**src/sv/quadratic_probe_hash_table_defines.svh**
```systemverilog
// Assertion macros used by the hash table top level.
`ifndef QUADRATIC_PROBE_HASH_TABLE_DEFINES_SVH
`define QUADRATIC_PROBE_HASH_TABLE_DEFINES_SVH

// Same-cycle implication, clocked on clk and disabled while arst_n is low.
`define QPH_CHECK(lbl, ante, cons, msg) \
	lbl: assert property (@(posedge clk) disable iff (!arst_n) (ante) |-> (cons)) \
		else $error(msg);

// Next-cycle implication, clocked on clk and disabled while arst_n is low.
`define QPH_CHECK_NEXT(lbl, ante, cons, msg) \
	lbl: assert property (@(posedge clk) disable iff (!arst_n) (ante) |=> (cons)) \
		else $error(msg);

`endif

```
**src/sv/qph_pkg.sv**
```systemverilog
// Package with the widths, codes and types of the hash table.
`default_nettype none

package qph_pkg;

	// Field widths of the command and result words.
	localparam int KEY_W    = 31;
	localparam int MODE_W   = 2;
	localparam int STATUS_W = 2;
	localparam int SLOT_W   = 4;
	localparam int OCC_W    = 5;

	// One memory word holds the valid flag above the key.
	localparam int WORD_W = KEY_W + 1;

	// Default table depth.
	localparam int TABLE_SIZE_DEF = 16;

	// Operation codes.
	typedef enum logic [MODE_W-1:0] {
		MODE_INSERT = 2'd0,
		MODE_SEARCH = 2'd1,
		MODE_DELETE = 2'd2
	} mode_t;

	// Result status codes.
	typedef enum logic [STATUS_W-1:0] {
		ST_OK      = 2'd0,
		ST_FULL    = 2'd1,
		ST_MISSING = 2'd2
	} status_t;

	// Controller states.
	typedef enum logic [1:0] {
		S_CLEAR,
		S_IDLE,
		S_HOME,
		S_CHECK
	} state_t;

endpackage

`default_nettype wire

```
**src/sv/qph_ram.sv**
```systemverilog
// Generic single-port RAM with a registered read.
`default_nettype none

module qph_ram #(
	parameter int WIDTH = 32,
	parameter int DEPTH = 16
) (
	input  wire logic                     clk,
	input  wire logic                     we,
	input  wire logic [$clog2(DEPTH)-1:0] addr,
	input  wire logic [WIDTH-1:0]         wdata,
	output logic      [WIDTH-1:0]         rdata
);

	logic [WIDTH-1:0] mem [DEPTH];

	// One access per cycle: a write, or a read that appears in the next cycle.
	always_ff @(posedge clk) begin
		if (we) begin
			mem[addr] <= wdata;
		end else begin
			rdata <= mem[addr];
		end
	end

endmodule

`default_nettype wire

```
**src/sv/qph_home.sv**
```systemverilog
// Reciprocal-multiply pipeline that reduces a key modulo the table size.
`default_nettype none

module qph_home #(
	parameter int TABLE_SIZE = qph_pkg::TABLE_SIZE_DEF
) (
	input  wire logic                          clk,
	input  wire logic                          arst_n,
	input  wire logic                          start,
	input  wire logic [qph_pkg::KEY_W-1:0]     key,
	output logic                               done,
	output logic [$clog2(TABLE_SIZE)-1:0]      home
);

	import qph_pkg::*;

	localparam int IDX_W = $clog2(TABLE_SIZE);
	// The key times a rounded-up reciprocal, shifted down, gives the exact quotient.
	localparam int MUL_W = 2 * KEY_W + 1;
	localparam int SHIFT = KEY_W + IDX_W;
	localparam logic [63:0] POW2       = 64'd1 << SHIFT;
	localparam logic [63:0] RECIP_FULL = (POW2 + 64'(TABLE_SIZE - 1)) / 64'(TABLE_SIZE);
	localparam logic [KEY_W:0]   RECIP   = RECIP_FULL[KEY_W:0];
	localparam logic [IDX_W-1:0] SIZE_LO = IDX_W'(TABLE_SIZE);

	logic [KEY_W-1:0] key_s1;
	logic             vld_s1;
	logic [MUL_W-1:0] prod;
	logic [IDX_W-1:0] quo_s2;
	logic [IDX_W-1:0] klo_s2;
	logic             vld_s2;
	logic [IDX_W-1:0] rem_q;
	logic             done_q;

	// A 31 by 32 bit product of the captured key and the reciprocal.
	assign prod = MUL_W'(key_s1) * MUL_W'(RECIP);

	// Stage valid flags and the completion strobe.
	always_ff @(posedge clk or negedge arst_n) begin
		if (!arst_n) begin
			vld_s1 <= 1'b0;
			vld_s2 <= 1'b0;
			done_q <= 1'b0;
		end else begin
			vld_s1 <= start;
			vld_s2 <= vld_s1;
			done_q <= vld_s2;
		end
	end

	// Key capture, quotient, then the remainder. The remainder is below the size,
	// so only the low index bits of the key and of quotient times size matter.
	always_ff @(posedge clk) begin
		if (start) begin
			key_s1 <= key;
		end
		quo_s2 <= prod[SHIFT +: IDX_W];
		klo_s2 <= key_s1[IDX_W-1:0];
		if (vld_s2) begin
			rem_q <= klo_s2 - quo_s2 * SIZE_LO;
		end
	end

	assign done = done_q;
	assign home = rem_q;

endmodule

`default_nettype wire

```
**src/sv/quadratic_probe_hash_table.sv**
```systemverilog
// Top level of the quadratic-probing hash table: controller, memory and count.
//
// An open-addressed table of TABLE_SIZE slots held in one single-port RAM, each word
// a valid flag and a 31-bit key. A command word (mode, key) is taken when start is
// high and busy is low. The home slot, key mod TABLE_SIZE, comes from a short pipeline
// that multiplies the key by a reciprocal of TABLE_SIZE (key capture, quotient, then
// remainder); then one slot of the probe sequence (home + i*i) is examined per cycle
// through the RAM's single port, up to TABLE_SIZE slots. A hit that must change the
// table writes the RAM in the cycle that examines it. The result word is shown for
// exactly one cycle with done high; busy drops in that same cycle, so the next
// command can be taken while the result is shown. An unused mode gives its result in
// the cycle after it is taken. The receiver cannot stall: a result not captured while
// done is high is gone. After reset the block clears the RAM, one slot a cycle, and
// holds busy high until every slot is cleared.
`default_nettype none

`include "quadratic_probe_hash_table_defines.svh"

module quadratic_probe_hash_table #(
	parameter int TABLE_SIZE = qph_pkg::TABLE_SIZE_DEF
) (
	input  wire logic                          clk,
	input  wire logic                          arst_n,
	input  wire logic                          start,
	output logic                               busy,
	input  wire logic [qph_pkg::MODE_W-1:0]    mode,
	input  wire logic [qph_pkg::KEY_W-1:0]     key,
	output logic                               done,
	output logic [qph_pkg::STATUS_W-1:0]       status,
	output logic [qph_pkg::SLOT_W-1:0]         slot,
	output logic [qph_pkg::OCC_W-1:0]          occupied
);

	import qph_pkg::*;

	localparam int IDX_W = $clog2(TABLE_SIZE);
	localparam int CNT_W = $clog2(TABLE_SIZE + 1);
	localparam logic [IDX_W:0]   SIZE_X   = (IDX_W+1)'(TABLE_SIZE);
	localparam logic [IDX_W-1:0] LAST_IDX = IDX_W'(TABLE_SIZE - 1);

	state_t            state_q, state_d;
	logic [IDX_W-1:0]  clr_q, clr_d;
	logic              done_q, done_d;
	logic [CNT_W-1:0]  cnt_q, cnt_d;
	logic [MODE_W-1:0] mode_q;
	logic [KEY_W-1:0]  key_q;
	logic [IDX_W-1:0]  off_q, off_d;
	logic [IDX_W-1:0]  d_q, d_d;
	logic [IDX_W-1:0]  i_q, i_d;
	logic [IDX_W-1:0]  probe_q, probe_d;
	status_t           status_q, status_d;
	logic [IDX_W-1:0]  slot_q, slot_d;

	logic              accept;
	logic              mode_ok;
	logic              home_start;
	logic              home_done;
	logic [IDX_W-1:0]  home;

	logic              ram_we;
	logic [IDX_W-1:0]  ram_addr;
	logic [WORD_W-1:0] ram_wdata;
	logic [WORD_W-1:0] ram_rdata;

	logic [IDX_W:0]    sum_off, sum_d, sum_pr;
	logic [IDX_W-1:0]  off_nx, d_nx, probe_nx;
	logic              rd_valid, rd_match, is_ins, is_del, hit;

	logic [IDX_W+SLOT_W-1:0] slot_ext;
	logic [CNT_W+OCC_W-1:0]  occ_ext;

	// Command acceptance.
	assign busy       = (state_q != S_IDLE);
	assign accept     = start && !busy;
	assign mode_ok    = (mode == MODE_INSERT) || (mode == MODE_SEARCH) || (mode == MODE_DELETE);
	assign home_start = accept && mode_ok;

	qph_home #(
		.TABLE_SIZE(TABLE_SIZE)
	) u_home (
		.clk   (clk),
		.arst_n(arst_n),
		.start (home_start),
		.key   (key),
		.done  (home_done),
		.home  (home)
	);

	qph_ram #(
		.WIDTH(WORD_W),
		.DEPTH(TABLE_SIZE)
	) u_ram (
		.clk  (clk),
		.we   (ram_we),
		.addr (ram_addr),
		.wdata(ram_wdata),
		.rdata(ram_rdata)
	);

	// Next probe: offset steps by the odd increment, all sums reduced by one subtract.
	always_comb begin
		sum_off  = {1'b0, off_q} + {1'b0, d_q};
		off_nx   = (sum_off >= SIZE_X) ? IDX_W'(sum_off - SIZE_X) : sum_off[IDX_W-1:0];
		sum_d    = {1'b0, d_q} + (IDX_W+1)'(2);
		d_nx     = (sum_d >= SIZE_X) ? IDX_W'(sum_d - SIZE_X) : sum_d[IDX_W-1:0];
		sum_pr   = {1'b0, home} + {1'b0, off_nx};
		probe_nx = (sum_pr >= SIZE_X) ? IDX_W'(sum_pr - SIZE_X) : sum_pr[IDX_W-1:0];
	end

	// Decode of the word read for the current probe.
	assign rd_valid = ram_rdata[KEY_W];
	assign rd_match = rd_valid && (ram_rdata[KEY_W-1:0] == key_q);
	assign is_ins   = (mode_q == MODE_INSERT);
	assign is_del   = (mode_q == MODE_DELETE);
	assign hit      = is_ins ? !rd_valid : rd_match;

	// State register.
	always_ff @(posedge clk or negedge arst_n) begin
		if (!arst_n) begin
			state_q <= S_CLEAR;
			clr_q   <= '0;
			done_q  <= 1'b0;
			cnt_q   <= '0;
		end else begin
			state_q <= state_d;
			clr_q   <= clr_d;
			done_q  <= done_d;
			cnt_q   <= cnt_d;
		end
	end

	// Next state, memory control and result.
	always_comb begin
		state_d   = state_q;
		clr_d     = clr_q;
		done_d    = 1'b0;
		cnt_d     = cnt_q;
		off_d     = off_q;
		d_d       = d_q;
		i_d       = i_q;
		probe_d   = probe_q;
		status_d  = status_q;
		slot_d    = slot_q;
		ram_we    = 1'b0;
		ram_addr  = probe_q;
		ram_wdata = {1'b0, key_q};
		case (state_q)
			S_CLEAR: begin
				ram_we    = 1'b1;
				ram_addr  = clr_q;
				ram_wdata = '0;
				clr_d     = clr_q + IDX_W'(1);
				if (clr_q == LAST_IDX) begin
					state_d = S_IDLE;
				end
			end
			S_IDLE: begin
				if (accept) begin
					if (mode_ok) begin
						state_d = S_HOME;
					end else begin
						status_d = ST_MISSING;
						slot_d   = '0;
						done_d   = 1'b1;
					end
				end
			end
			S_HOME: begin
				ram_addr = home;
				if (home_done) begin
					probe_d = home;
					off_d   = '0;
					d_d     = IDX_W'(1);
					i_d     = '0;
					state_d = S_CHECK;
				end
			end
			S_CHECK: begin
				if (hit) begin
					ram_we    = is_ins || is_del;
					ram_wdata = {is_ins, key_q};
					if (is_ins) begin
						cnt_d = cnt_q + CNT_W'(1);
					end else if (is_del) begin
						cnt_d = cnt_q - CNT_W'(1);
					end
					status_d = ST_OK;
					slot_d   = probe_q;
					done_d   = 1'b1;
					state_d  = S_IDLE;
				end else if (i_q == LAST_IDX) begin
					status_d = is_ins ? ST_FULL : ST_MISSING;
					slot_d   = '0;
					done_d   = 1'b1;
					state_d  = S_IDLE;
				end else begin
					ram_addr = probe_nx;
					probe_d  = probe_nx;
					off_d    = off_nx;
					d_d      = d_nx;
					i_d      = i_q + IDX_W'(1);
				end
			end
			default: begin
				state_d = S_IDLE;
			end
		endcase
	end

	// Command and probe registers.
	always_ff @(posedge clk) begin
		if (accept) begin
			mode_q <= mode;
			key_q  <= key;
		end
		off_q    <= off_d;
		d_q      <= d_d;
		i_q      <= i_d;
		probe_q  <= probe_d;
		status_q <= status_d;
		slot_q   <= slot_d;
	end

	// Result word, sized to the port widths.
	assign slot_ext = {{SLOT_W{1'b0}}, slot_q};
	assign occ_ext  = {{OCC_W{1'b0}}, cnt_q};
	assign done     = done_q;
	assign status   = status_q;
	assign slot     = slot_ext[SLOT_W-1:0];
	assign occupied = occ_ext[OCC_W-1:0];

	// Checks on the controller.
	`QPH_CHECK(a_done_idle, done_q, state_q == S_IDLE, "result shown while not idle")
	`QPH_CHECK(a_cnt_range, 1'b1, cnt_q <= CNT_W'(TABLE_SIZE), "occupied count above table size")
	`QPH_CHECK(a_slot_zero, done_q && (status_q != ST_OK), slot_q == '0, "slot nonzero on a miss")
	`QPH_CHECK(a_we_state, ram_we, (state_q == S_CLEAR) || (state_q == S_CHECK), "stray RAM write")
	`QPH_CHECK_NEXT(a_go_home, home_start, state_q == S_HOME, "valid command did not start probing")

endmodule

`default_nettype wire
```
**config.mk**
```make
export PLATFORM = sky130hd
export DESIGN_NAME = quadratic_probe_hash_table
export DESIGN_NICKNAME = d
export VERILOG_FILES = /design/src/sv/qph_pkg.sv /design/src/sv/qph_ram.sv /design/src/sv/qph_home.sv /design/src/sv/quadratic_probe_hash_table.sv
export VERILOG_INCLUDE_DIRS = /design/src /design/src/sv
export SDC_FILE = /design/constraint.sdc
export NUM_CORES = 1
export LEC_CHECK = 0
export BUFFER_PORTS_ARGS = -buffer_cell sky130_fd_sc_hd__buf_2
export CAP_MARGIN = 20
export CORE_MARGIN = 2
export CORE_UTILIZATION = 50
export CTS_BUF_LIST = sky130_fd_sc_hd__clkbuf_16
export CTS_CLUSTER_SIZE = 30
export DETAILED_ROUTE_END_ITERATION = 12
export PLACE_DENSITY = 0.66
export SYNTH_ARGS = -nofsm -noshare
export SYNTH_HDL_FRONTEND = slang
export SYNTH_HIERARCHICAL = 1
export SYNTH_SLANG_ARGS = --single-unit
export TNS_END_PERCENT = 50
```
**constraint.sdc**
```tcl
create_clock -name clk -period 6.3 [get_ports clk]
set_input_delay 0.945 -clock clk [delete_from_list [all_inputs] [get_ports clk]]
set_output_delay 0.945 -clock clk [all_outputs]
set_load 0.05 [all_outputs]
```
## Word-level counts from Yosys, hierarchy flattened

Memories as Yosys holds them, arrays and structs flattened. A register that Yosys moved wholly into a read port is not among the register bits.
Index checks and enable logic that the tools add are counted.

- Memories kept: 1
- Input bits: 36
- Output and inout port bits: 13
- Memory bits (writable): 512
- Bits in registers: 82
- Word-level logic and storage cells: 121

- $add $sub $neg: 10
- Reductions and logical operators: 20
- Equality and inequality tests: 18
- $lt $le $gt $ge: 3
- Muxes and demuxes: 51

Memories:

| name | depth | bits a word | read ports | clocked after Yosys merged registers in | write ports | line | text |
|---|---|---|---|---|---|---|---|
| u_ram.mem | 16 | 32 | 1 | 1 | 1 | qph_ram.sv:15 | `logic [WIDTH-1:0] mem [DEPTH];` |

Operators by type and width:

| operator | number |
|---|---|
| $mux 4 | 18 |
| $pmux 32 s2 | 1 |
| $pmux 4 s2 | 5 |
| $mux 32 | 1 |
| $eq 31x31->1 | 1 |
| $mux 2 | 11 |
| $ge 5x5->1 const B | 3 |
| $ne 2x2->1 const B | 6 |
| $pmux 4 s3 | 1 |
| $sub 4x1->4 const B | 3 |
| $add 4x4->5 | 2 |
| $mux 5 | 2 |
| $add 4x1->4 const B | 2 |
| $eq 2x2->1 const B | 4 |
| $eq 4x4->1 const B | 2 |
| $mux 1 | 8 |
| $pmux 2 s4 | 1 |
| $reduce_and 4->1 | 2 |
| $logic_not 2->1 | 3 |
| $reduce_bool 2->1 | 3 |
| $add 4x2->5 const B | 1 |
| $add 5x1->5 const B | 1 |
| $reduce_and 5->1 | 1 |
| $sub 5x1->5 const B | 1 |
| 10 further kinds | 19 |

## Longest topological paths before layout

Gate-level depths: netlist of the first run.

- Word-level depth: 9
- Gate-level depth with buffers: 13
- Mapped depth without buffers: 11

## By module

Netlist of the first run, hierarchy kept.

By module, submodules not included:

| module | cells each | area each (um2) | seq. area each (um2) | times used |
|---|---|---|---|---|
| qph_ram | 841 | 20,184.4 | 16,335.7 | 1 |
| quadratic_probe_hash_table | 290 | 3,621.0 | 1,921.8 | 1 |
| qph_home | 15 | 395.4 | 395.4 | 1 |

## Least setup slack after synthesis of the first run

No wires, ideal clock.

- Path kind: reg-to-reg
- Start: register off_q[0]
- End: memory u_ram.mem[12][0] (enable)
- Data arrival time: 4,910 ps
- Stages on the path, launching flop included: 11
- Required time: 5,839 ps
- Path slack: 929 ps
- Path buffers: 0
- Clock period less this slack: 5,371 ps
- Setup time: 461 ps
- Path through: edfxtp_1 fa_1 ha_1 a21o_1 a21oi_1 xor2_1 xnor2_1 nor4_1 a211oi_1 nand3_1 nor3_1

- Word-level cells in the longest chain between the ends: 9
- Elaborated cells on any way between the ends: 11
- Classes of those cells: 4 x add/sub; 2 x order compare; 5 x mux

RTL lines:

| what | line | text |
|---|---|---|
| start: declaration | quadratic_probe_hash_table.sv:47 | `logic [IDX_W-1:0] off_q, off_d;` |
| start signal: assignment | quadratic_probe_hash_table.sv:216 | `off_q <= off_d;` |
| $add 4x4->5 (*) | quadratic_probe_hash_table.sv:102 | `sum_off = {1'b0, off_q} + {1'b0, d_q};` |
| $sub 4x1->4 or $ge 5x5->1 (tied branches) | quadratic_probe_hash_table.sv:103 | `off_nx = (sum_off >= SIZE_X) ? IDX_W'(sum_off - SIZE_X) : sum_off[IDX_W-1:0];` |
| $mux 4 (*) | quadratic_probe_hash_table.sv:103 |  |
| via off_nx[1] | quadratic_probe_hash_table.sv:66 | `logic [IDX_W-1:0] off_nx, d_nx, probe_nx;` |
| $add 4x4->5 (*) | quadratic_probe_hash_table.sv:106 | `sum_pr = {1'b0, home} + {1'b0, off_nx};` |
| $sub 4x1->4 or $ge 5x5->1 (tied branches) | quadratic_probe_hash_table.sv:107 | `probe_nx = (sum_pr >= SIZE_X) ? IDX_W'(sum_pr - SIZE_X) : sum_pr[IDX_W-1:0];` |
| $mux 4 (*) | quadratic_probe_hash_table.sv:107 |  |
| $mux 4 (*) (2 in series) | n/a |  |
| $pmux 4 s3 (*) | quadratic_probe_hash_table.sv:147 | `case (state_q)` |
| via ram_addr[3] | quadratic_probe_hash_table.sv:61 | `logic [IDX_W-1:0] ram_addr;` |
| end: declaration | qph_ram.sv:15 |  |

Mark *: on every way through the listed nets, which the timed path passes. The rest lies on a longest branch.

## Worst setup path after layout of the first run

- Start: register key_q[30]
- End: memory u_ram.mem[3][30] (enable)

- Word-level cells in the longest chain between the ends: 7
- Elaborated cells on any way between the ends: 9
- Classes of those cells: 1 x eq/ne; 7 x mux; 1 x reduce/logical

RTL lines:

| what | line | text |
|---|---|---|
| start: declaration | quadratic_probe_hash_table.sv:46 | `logic [KEY_W-1:0] key_q;` |
| start signal: assignment | quadratic_probe_hash_table.sv:214 | `key_q <= key;` |
| $eq 31x31->1 | quadratic_probe_hash_table.sv:112 | `assign rd_match = rd_valid && (ram_rdata[KEY_W-1:0] == key_q);` |
| $logic_and 1x1->1 | quadratic_probe_hash_table.sv:112 |  |
| $mux 1 | quadratic_probe_hash_table.sv:115 | `assign hit = is_ins ? !rd_valid : rd_match;` |
| $mux 1 | quadratic_probe_hash_table.sv:179 | `if (hit) begin` |
| $pmux 1 s2 | quadratic_probe_hash_table.sv:147 |  |
| via ram_we | quadratic_probe_hash_table.sv:60 | `logic ram_we;` |
| $mux 1 | qph_ram.sv:19 | `if (we) begin` |
| $mux 1 (implied by the code) | qph_ram.sv:20 | `mem[addr] <= wdata;` |

The timed path passes the listed nets, and every way through them passes these cells.

==> impl_metrics.env, run 1 <==
export IMPL_outcome="finished clean"
export IMPL_final_layout_size_suffix_gt1_frac=0.2609
export IMPL_fmax_mhz=200.3
export IMPL_postCtsSetupBuffers=0
export IMPL_setup_tns_ps=0
export IMPL_numClockSinks=625
export IMPL_io_buffers=48
export IMPL_core_mm2=0.04775
export IMPL_synth_top_area_share=0.7519
export IMPL_routed_wl_um=51510
export IMPL_final_util=0.5732
export IMPL_cts_tree="done"
export IMPL_critPathKind="reg -> reg"
export IMPL_clock_path_buffers=3
export IMPL_vias=11530
export IMPL_slowest_delay_ps=800
export IMPL_worst_path_stages=10
export IMPL_num_rows=80
export IMPL_multi_input_area_mm2=0.005396
export IMPL_cts_resized=0
export IMPL_yosysUniqueCellTypes=53
export IMPL_reg2reg_depth=10
export IMPL_cts_root_buf="clkbuf_16"
export IMPL_cp_cell_sequence="xnor2_1 -> nand4_1 -> nor4_4 -> nand4_4 -> a21o_4 -> a21oi_1 -> inv_2 -> or3_1 -> nor2_4 -> buf_4"
export IMPL_grt_usage=0.2112
export IMPL_cts_hold_buf=0
export IMPL_cp_buffers_inverters=2
export IMPL_setup_viol=0
export IMPL_grt_max_degree=105
export IMPL_die_area_mm2=0.05018
export IMPL_die_width_um=224.0
export IMPL_fin_hold_ws_ps=244.6
export IMPL_synth_edf_count=606
export IMPL_required_ps=6620
export IMPL_crit_path_end_kind="register"
export IMPL_nFillCells=3429
export IMPL_reg2reg_slack_ps=1310
export IMPL_slew_headroom=0.2609
export IMPL_hp_class="in -> async"
export IMPL_netlist_instances=1146
export IMPL_layout_common_cells="edfxtp_1 (606), mux4_2 (128), a22oi_1 (64), clkbuf_16 (61), buf_2 (48)"
export IMPL_cp_top_family="simple AND/OR/NAND/NOR gates"
export IMPL_cp_slowest_cell="nor2_4"
export IMPL_nets=1290
export IMPL_endpoint="u_ram/mem[3][30]"
export IMPL_antenna_found_initial=0
export IMPL_critPathLaunchType="register"
export IMPL_rsz0062_at_grt="no"
export IMPL_drv_slew=0
export IMPL_grt_pass1_wl_um=77540
export IMPL_hpwl_um=28690
export IMPL_drtAntennaViolNets=0
export IMPL_fin_skew_ps=25.93
export IMPL_numCtsBuffers=60
export IMPL_io_pins=49
export IMPL_viasPerCell=6.074
export IMPL_overflow=0
export IMPL_clkTransAtPathRegs_ps=70
export IMPL_syn_to_final_growth_pct=13.09
export IMPL_ys_warn_count=6
export IMPL_regArea_mm2=0.01865
export IMPL_path_max_fanout=33
export IMPL_place_gp_congestion=0.8304
export IMPL_cts_htree_levels=2
export IMPL_drt_initial_drc_count=1191
export IMPL_yosysSeqAreaShare=0.7708
export IMPL_final_common_cell="edfxtp_1"
export IMPL_r2r_end="u_ram/mem[3][30]"
export IMPL_synth_main_ff_cell="edfxtp_1"
export IMPL_wl_per_cell_um=27.12
export IMPL_dr_pass1_iters=5
export IMPL_n_antenna_cell=0
export IMPL_start_util=0.5069
export IMPL_r2r_start="key_q[30]"
export IMPL_critPathArrivalTime_ps=5310
export IMPL_hold_violations=0
export IMPL_dieHeight_um=224.0
export IMPL_async_reset_ff_frac=0.02400
export IMPL_synth_area_mm2=0.02420
export IMPL_tightest_slew_ps=1107
export IMPL_syn_nets=1201
export IMPL_syn_avg_cell_area_um2=21.12
export IMPL_period_share=0.7923
export IMPL_synth_seq_cells=625
export IMPL_drc=0
export IMPL_synth_area_leaders="edfxtp_1 (75%), mux4_2 (12%), a22oi_1 (2.0%)"
export IMPL_insertion_delay_ps=620
export IMPL_cp_startpoint="key_q[30]"
export IMPL_period_needed_ps=4991
export IMPL_drv_cap=0
export IMPL_grt_pass1_vias=11930
export IMPL_yosysTopAreaCell="edfxtp_1"
[cells in the mapped netlist, types with 2 or more instances]
cell / number
clkbuf_1: 36
dfxtp_1: 4
mux4_2: 128
nand2b_1: 3
nor4_1: 4
nand3_1: 4
nor2b_1: 33
and3_1: 6
o22ai_1: 2
buf_6: 7
a211oi_1: 2
nor2_2: 2
mux2_4: 4
nor4_2: 2
a22oi_1: 64
or4_1: 2
edfxtp_1: 606
buf_2: 11
o22a_1: 2
dfrtp_1: 15
ha_1: 16
a21o_1: 4
a31oi_1: 3
o21ai_0: 5
xor2_1: 23
nor2_1: 25
inv_1: 11
a21oi_1: 13
nor3_1: 4
nand4_1: 5
nand2_1: 41
a221o_1: 3
o311a_1: 2
fa_1: 3
nand3b_1: 2
and2_1: 7
or3_1: 2
xnor2_1: 25
[stage by stage]
stage / area (um^2) / setup WS [ps] / std cells
6_report: 27370 / 1309 / 1899
3_5_place_dp: 25460 / 1280 / 1785
5_1_grt: 27370 / 1080 / 1899
3_3_place_gp: 25390 / 1254 / 1782
4_1_cts: 27320 / 1279 / 1896
2_1_floorplan: 24200 / 929.0 / 1146
[per-layer routing]
layer,routed length [um],track usage,share of wire
met1,22420,0.3055,0.44
met2,24780,0.3335,0.48
met3,2800,0.03240,0.054
met4,1505,0.07118,0.029
met5,0,0,0
[worst register-to-register path: stages (launching register included)]
cell      delay, ps
edfxtp_1        410
xnor2_1         340
nand4_1         280
nor4_4          490
nand4_4         250
a21o_4          330
a21oi_1         320
inv_2           510
or3_1           650
nor2_4          800
buf_4           320
[worst min path at each step]
stage | cells past startpoint | from | endpoint
after floorplan | 0 | u_home/key_s1[0] | u_home/klo_s2[0]
after global placement | 0 | u_home/key_s1[2] | u_home/klo_s2[2]
after detailed placement | 0 | u_home/key_s1[1] | u_home/klo_s2[1]
after CTS | 1 | arst_n | clr_q[2]
after global routing | 1 | arst_n | clr_q[2]
final | 1 | arst_n | clr_q[2]
[flip-flops by register name, summed over array words and instances (netlist names), 5 cells and up]
signal / count
u_ram/mem: 512
occupied: 5
u_ram/rdata: 32
key_q: 31
[layout make-up]
cell class                      instances  area share
Tap cell                              615     0.02812
Clock buffer                           61     0.05578
Sequential cell                       625      0.6816
Multi-Input combinational cell        454      0.1972
Timing Repair Buffer                   82     0.02341
Clock inverter                         50     0.01230
Inverter                               12    0.001646
[kinds of logic after synthesis]
logic type,after synthesis,synth area share
adders and majority gates,19,0.01075
buffers and inverters,67,0.01329
xor gates and xnor gates,48,0.01737
muxes,134,0.1225
AOI/OAI and AO/OA,108,0.03304
and+or+nand+nor,145,0.03231
DFF,625,0.7708
Power of run 1 is not shown: default switching activity piles up to over one toggle a cycle in this logic, so the estimate is an artifact.
==> run 2, diff against run 1 <==
Clock period 6.3 ns to 5.1 ns, I/O delays scaled along.
==> run 2 against run 1 <==
Final cell count up 0.90%. Die area stayed put. Via count grew 0.40%. First-iteration DRC count grew 6.2%. Highest routed layer unchanged.
==> impl_metrics.env, run 2 (synthesis results as in run 1) <==
export IMPL_drc=0
export IMPL_overflow=0
export IMPL_layout_common_cells="edfxtp_1 (606), mux4_2 (128), a22oi_1 (64), clkbuf_16 (62), buf_2 (48)"
export IMPL_cts_resized=0
export IMPL_reg2reg_depth=9
export IMPL_critPathLaunchType="register"
export IMPL_die_area_mm2=0.05018
export IMPL_rsz0062_at_grt="no"
export IMPL_grt_pass1_vias=11780
export IMPL_setup_tns_ps=0
export IMPL_hpwl_um=29070
export IMPL_antenna_found_initial=0
export IMPL_outcome="finished clean"
export IMPL_dr_pass1_iters=5
export IMPL_largest_reg_flops=512
export IMPL_cts_htree_levels=2
export IMPL_numCtsBuffers=61
export IMPL_drv_cap=0
export IMPL_reg2reg_slack_ps=550
export IMPL_grt_max_degree=63
export IMPL_largestRegisters="u_ram/mem: 512 flops, u_ram/rdata: 32 flops, key_q: 31 flops"
export IMPL_postCtsSetupBuffers=0
export IMPL_period_needed_ps=4547
export IMPL_dieHeight_um=224.0
export IMPL_nets=1307
export IMPL_crit_path_end_kind="register"
export IMPL_critPathArrivalTime_ps=4870
export IMPL_setup_viol=0
export IMPL_clkTransAtPathRegs_ps=60
export IMPL_cts_hold_buf=0
export IMPL_syn_to_final_growth_pct=14.32
export IMPL_hold_violations=0
export IMPL_num_rows=80
export IMPL_place_gp_congestion=0.7983
export IMPL_fmax_mhz=219.9
export IMPL_routed_wl_um=52480
export IMPL_nFillCells=3418
export IMPL_final_common_cell="edfxtp_1"
export IMPL_regArea_mm2=0.01865
export IMPL_drv_slew=0
export IMPL_drtAntennaViolNets=0
export IMPL_io_pins=49
export IMPL_grt_pass1_wl_um=77830
export IMPL_numClockSinks=625
export IMPL_io_buffers=48
export IMPL_vias=11580
export IMPL_insertion_delay_ps=630
export IMPL_viasPerCell=6.044
export IMPL_critPathKind="reg -> reg"
export IMPL_grt_usage=0.2143
export IMPL_drt_initial_drc_count=1265
export IMPL_hp_class="in -> async"
export IMPL_tightest_slew_ps=1112
export IMPL_wl_per_cell_um=27.39
export IMPL_r2r_start="key_q[17]"
export IMPL_top_register="u_ram/mem"
export IMPL_n_antenna_cell=0
export IMPL_fin_skew_ps=23.69
export IMPL_final_layout_size_suffix_gt1_frac=0.2698
export IMPL_required_ps=5420
export IMPL_die_width_um=224.0
export IMPL_r2r_end="u_ram/mem[14][12]"
export IMPL_multi_input_area_mm2=0.005409
export IMPL_path_max_fanout=18
export IMPL_period_share=0.8915
export IMPL_clock_path_buffers=3
export IMPL_start_util=0.5069
export IMPL_cts_root_buf="clkbuf_16"
export IMPL_slew_headroom=0.2569
export IMPL_fin_hold_ws_ps=57.64
export IMPL_core_mm2=0.04775
export IMPL_cts_tree="done"
[run 2: cell types whose count changed in the layout (fill, tap and decap cells not counted), sizes merged]
cell      before  now
buf           82   98
inv           22   28
clkinv        34   24
clkinvlp       2    0
bufinv         4   10
clkbuf        61   62
[run 2: final cells by class]
type,count,share of cell area
clock buffers,62,0.05608
multi-input cells,454,0.1955
clock inverters,50,0.01800
repair buffers,98,0.02677
well taps,615,0.02781
inverters,12,0.001628
flip-flops and latches,625,0.6742
[run 2: metal layers]
metal | routed length [um] | GRT usage | vias up
met5 | 0 | 0 | -
met4 | 1176 | 0.05548 | 0
met3 | 3636 | 0.03555 | 79
li1 | - | - | 4937
met2 | 25840 | 0.3465 | 417
met1 | 21830 | 0.3076 | 6147
[run 2: how the worst max path moves through the flow]
stage               from  cells past startpoint           endpoint
3_5_place_dp   key_q[17]                      9  u_ram/mem[14][12]
3_3_place_gp   key_q[17]                      9  u_ram/mem[14][12]
2_1_floorplan  key_q[10]                      9    u_ram/mem[0][0]
6_report       key_q[17]                      9  u_ram/mem[14][12]
5_1_grt        key_q[17]                      9  u_ram/mem[14][12]
4_1_cts        key_q[17]                      9  u_ram/mem[14][12]
[run 2: through the flow]
stage	area (um^2)	cells	util	setup WS (ps)
after floorplan	24210	1146	-	-266.3
after global placement	25540	1794	0.5350	784.6
after detailed placement	25550	1795	0.5351	618.1
after CTS	27600	1907	0.5780	598.4
after global routing	27670	1916	0.5795	324.0
final	27670	1916	0.5795	553.2
[run 2: critical path, cell delays in order (launching register included)]
cell	delay (ps)
edfxtp_1	410
xnor2_1	190
nand4_1	250
nor4_4	570
and4_1	550
o31ai_1	180
a221oi_2	720
nand3_1	510
nor2_4	550
buf_12	260
Power of run 2 is left out for the same reason.
==> run 3, diff against run 2 <==
Settings changed: CORE_ASPECT_RATIO set to 1.1.
==> run 3 against run 2 <==
Global-route usage grew 0.35 points. Design area shrank 0.35%. Clock skew grew 4.4 ps. Setup slack gained 36 ps. Fmax grew 0.79%. Final cell count grew 1.7%. Routed wire length grew 0.61%. Critical path depth grew 1. Non-clock buffer count grew 5. Register-to-register slack gained 40 ps.
==> impl_metrics.env, run 3 (synthesis results as in run 1) <==
export IMPL_outcome="finished clean"
export IMPL_final_layout_size_suffix_gt1_frac=0.2663
export IMPL_clkTransAtPathRegs_ps=60
export IMPL_antenna_found_initial=0
export IMPL_grt_busiest_layer="met2"
export IMPL_grt_max_degree=80
export IMPL_place_area_mm2=0.02571
export IMPL_routed_wl_um=52800
export IMPL_numClockSinks=625
export IMPL_cp_buffers_inverters=1
export IMPL_syn_to_final_growth_pct=13.92
export IMPL_nets=1310
export IMPL_cp_slowest_cell="mux4_2"
export IMPL_dr_pass1_iters=7
export IMPL_drv_slew=0
export IMPL_post_route_cell_area_mm2=0.02757
export IMPL_overflow=0
export IMPL_fin_ws_ps=589.0
export IMPL_cp_cell_sequence="xnor2_1 -> nand4_1 -> nor4_4 -> and4_1 -> or4_1 -> o311a_4 -> buf_12 -> mux4_2 -> a22oi_1 -> nand2_1"
export IMPL_drv_cap=0
export IMPL_r2r_end="u_ram/rdata[30]"
export IMPL_cp_top_family="simple AND/OR/NAND/NOR gates"
export IMPL_io_pins=49
export IMPL_largest_reg_flops=512
export IMPL_slew_headroom=0.3100
export IMPL_hold_violations=0
export IMPL_n_antenna_cell=0
export IMPL_critPathArrivalTime_ps=4880
export IMPL_critPathLaunchType="register"
export IMPL_vias=11660
export IMPL_period_share=0.8845
export IMPL_reg2reg_slack_ps=590
export IMPL_io_buffers=48
export IMPL_dieHeight_um=234.7
export IMPL_start_util=0.5061
export IMPL_period_needed_ps=4511
export IMPL_cts_root_buf="clkbuf_16"
export IMPL_drtAntennaViolNets=0
export IMPL_cts_hold_buf=0
export IMPL_postCtsSetupBuffers=0
export IMPL_drt_initial_drc_count=1219
export IMPL_final_cells=1948
export IMPL_setup_viol=0
export IMPL_place_gp_congestion=0.8127
export IMPL_setup_tns_ps=0
export IMPL_tightest_slew_ps=1033
export IMPL_required_ps=5470
export IMPL_slowest_delay_ps=560
export IMPL_rsz0062_at_grt="no"
export IMPL_dp_cells=1836
export IMPL_fin_skew_ps=28.13
export IMPL_clock_path_buffers=3
export IMPL_wl_per_cell_um=27.11
export IMPL_top_register="u_ram/mem"
export IMPL_layout_common_cells="edfxtp_1 (606), mux4_2 (128), a22oi_1 (64), clkbuf_16 (59), buf_2 (48)"
export IMPL_die_width_um=213.8
export IMPL_crit_path_end_kind="register"
export IMPL_drc=0
export IMPL_path_max_fanout=40
export IMPL_grt_usage=0.2177
export IMPL_hpwl_um=29900
export IMPL_cts_tree="done"
export IMPL_die_area_mm2=0.05018
export IMPL_critPathKind="reg -> reg"
export IMPL_grt_use_met3=0.04023
export IMPL_cts_htree_levels=2
export IMPL_hp_class="in -> async"
export IMPL_numCtsBuffers=59
export IMPL_fmax_mhz=221.7
export IMPL_reg2reg_depth=10
export IMPL_viasPerCell=5.986
export IMPL_r2r_start="key_q[5]"
export IMPL_final_common_cell="edfxtp_1"
export IMPL_grt_met2_usage=0.3657
export IMPL_dp_slack_ps=468.8
export IMPL_cts_resized=0
export IMPL_largestRegisters="u_ram/mem: 512 flops, u_ram/rdata: 32 flops, key_q: 31 flops"
export IMPL_insertion_delay_ps=630
export IMPL_grtUsageMet1=0.2956
export IMPL_grt_pass1_vias=12030
export IMPL_core_mm2=0.04782
export IMPL_num_rows=84
export IMPL_grt_pass1_wl_um=78830
==> run 3: metal layers <==
| layer | share of wire | wire length [um] |
|---|---|---|
| met1 | 0.40 | 21020 |
| met2 | 0.51 | 27150 |
| met3 | 0.067 | 3519 |
| met4 | 0.021 | 1108 |
| met5 | 0 | 0 |
==> run 3: area by class of cell <==
cell class	count	area (um^2)
clock buffers	59	1476
clock inverters	50	350.3
fillers	3442	20250
inverters	12	45.04
multi-input cells	454	5409
flip-flops and latches	625	18650
well taps	645	807.0
repair buffers	103	828.3
==> run 3: how the worst max path moves through the flow <==
stage	slack [ps]	cells past startpoint	to	start
6_report	590	10	u_ram/rdata[30]	key_q[5]
5_1_grt	290	10	u_ram/rdata[30]	key_q[5]
4_1_cts	420	10	u_ram/rdata[30]	key_q[5]
3_5_place_dp	470	10	u_ram/rdata[30]	key_q[5]
3_3_place_gp	610	10	u_ram/rdata[24]	key_q[5]
2_1_floorplan	-270	9	u_ram/mem[0][0]	key_q[10]
==> run 3: through the flow <==
| stage | hold WS, ps | util |
|---|---|---|
| after detailed placement | 338.2 | 0.5376 |
| after CTS | 49.61 | 0.5758 |
| after floorplan | 323.3 | - |
| after global placement | 325.3 | 0.5376 |
| after global routing | 69.97 | 0.5765 |
| final | 69.12 | 0.5765 |
Power of run 3 is left out for the same reason.
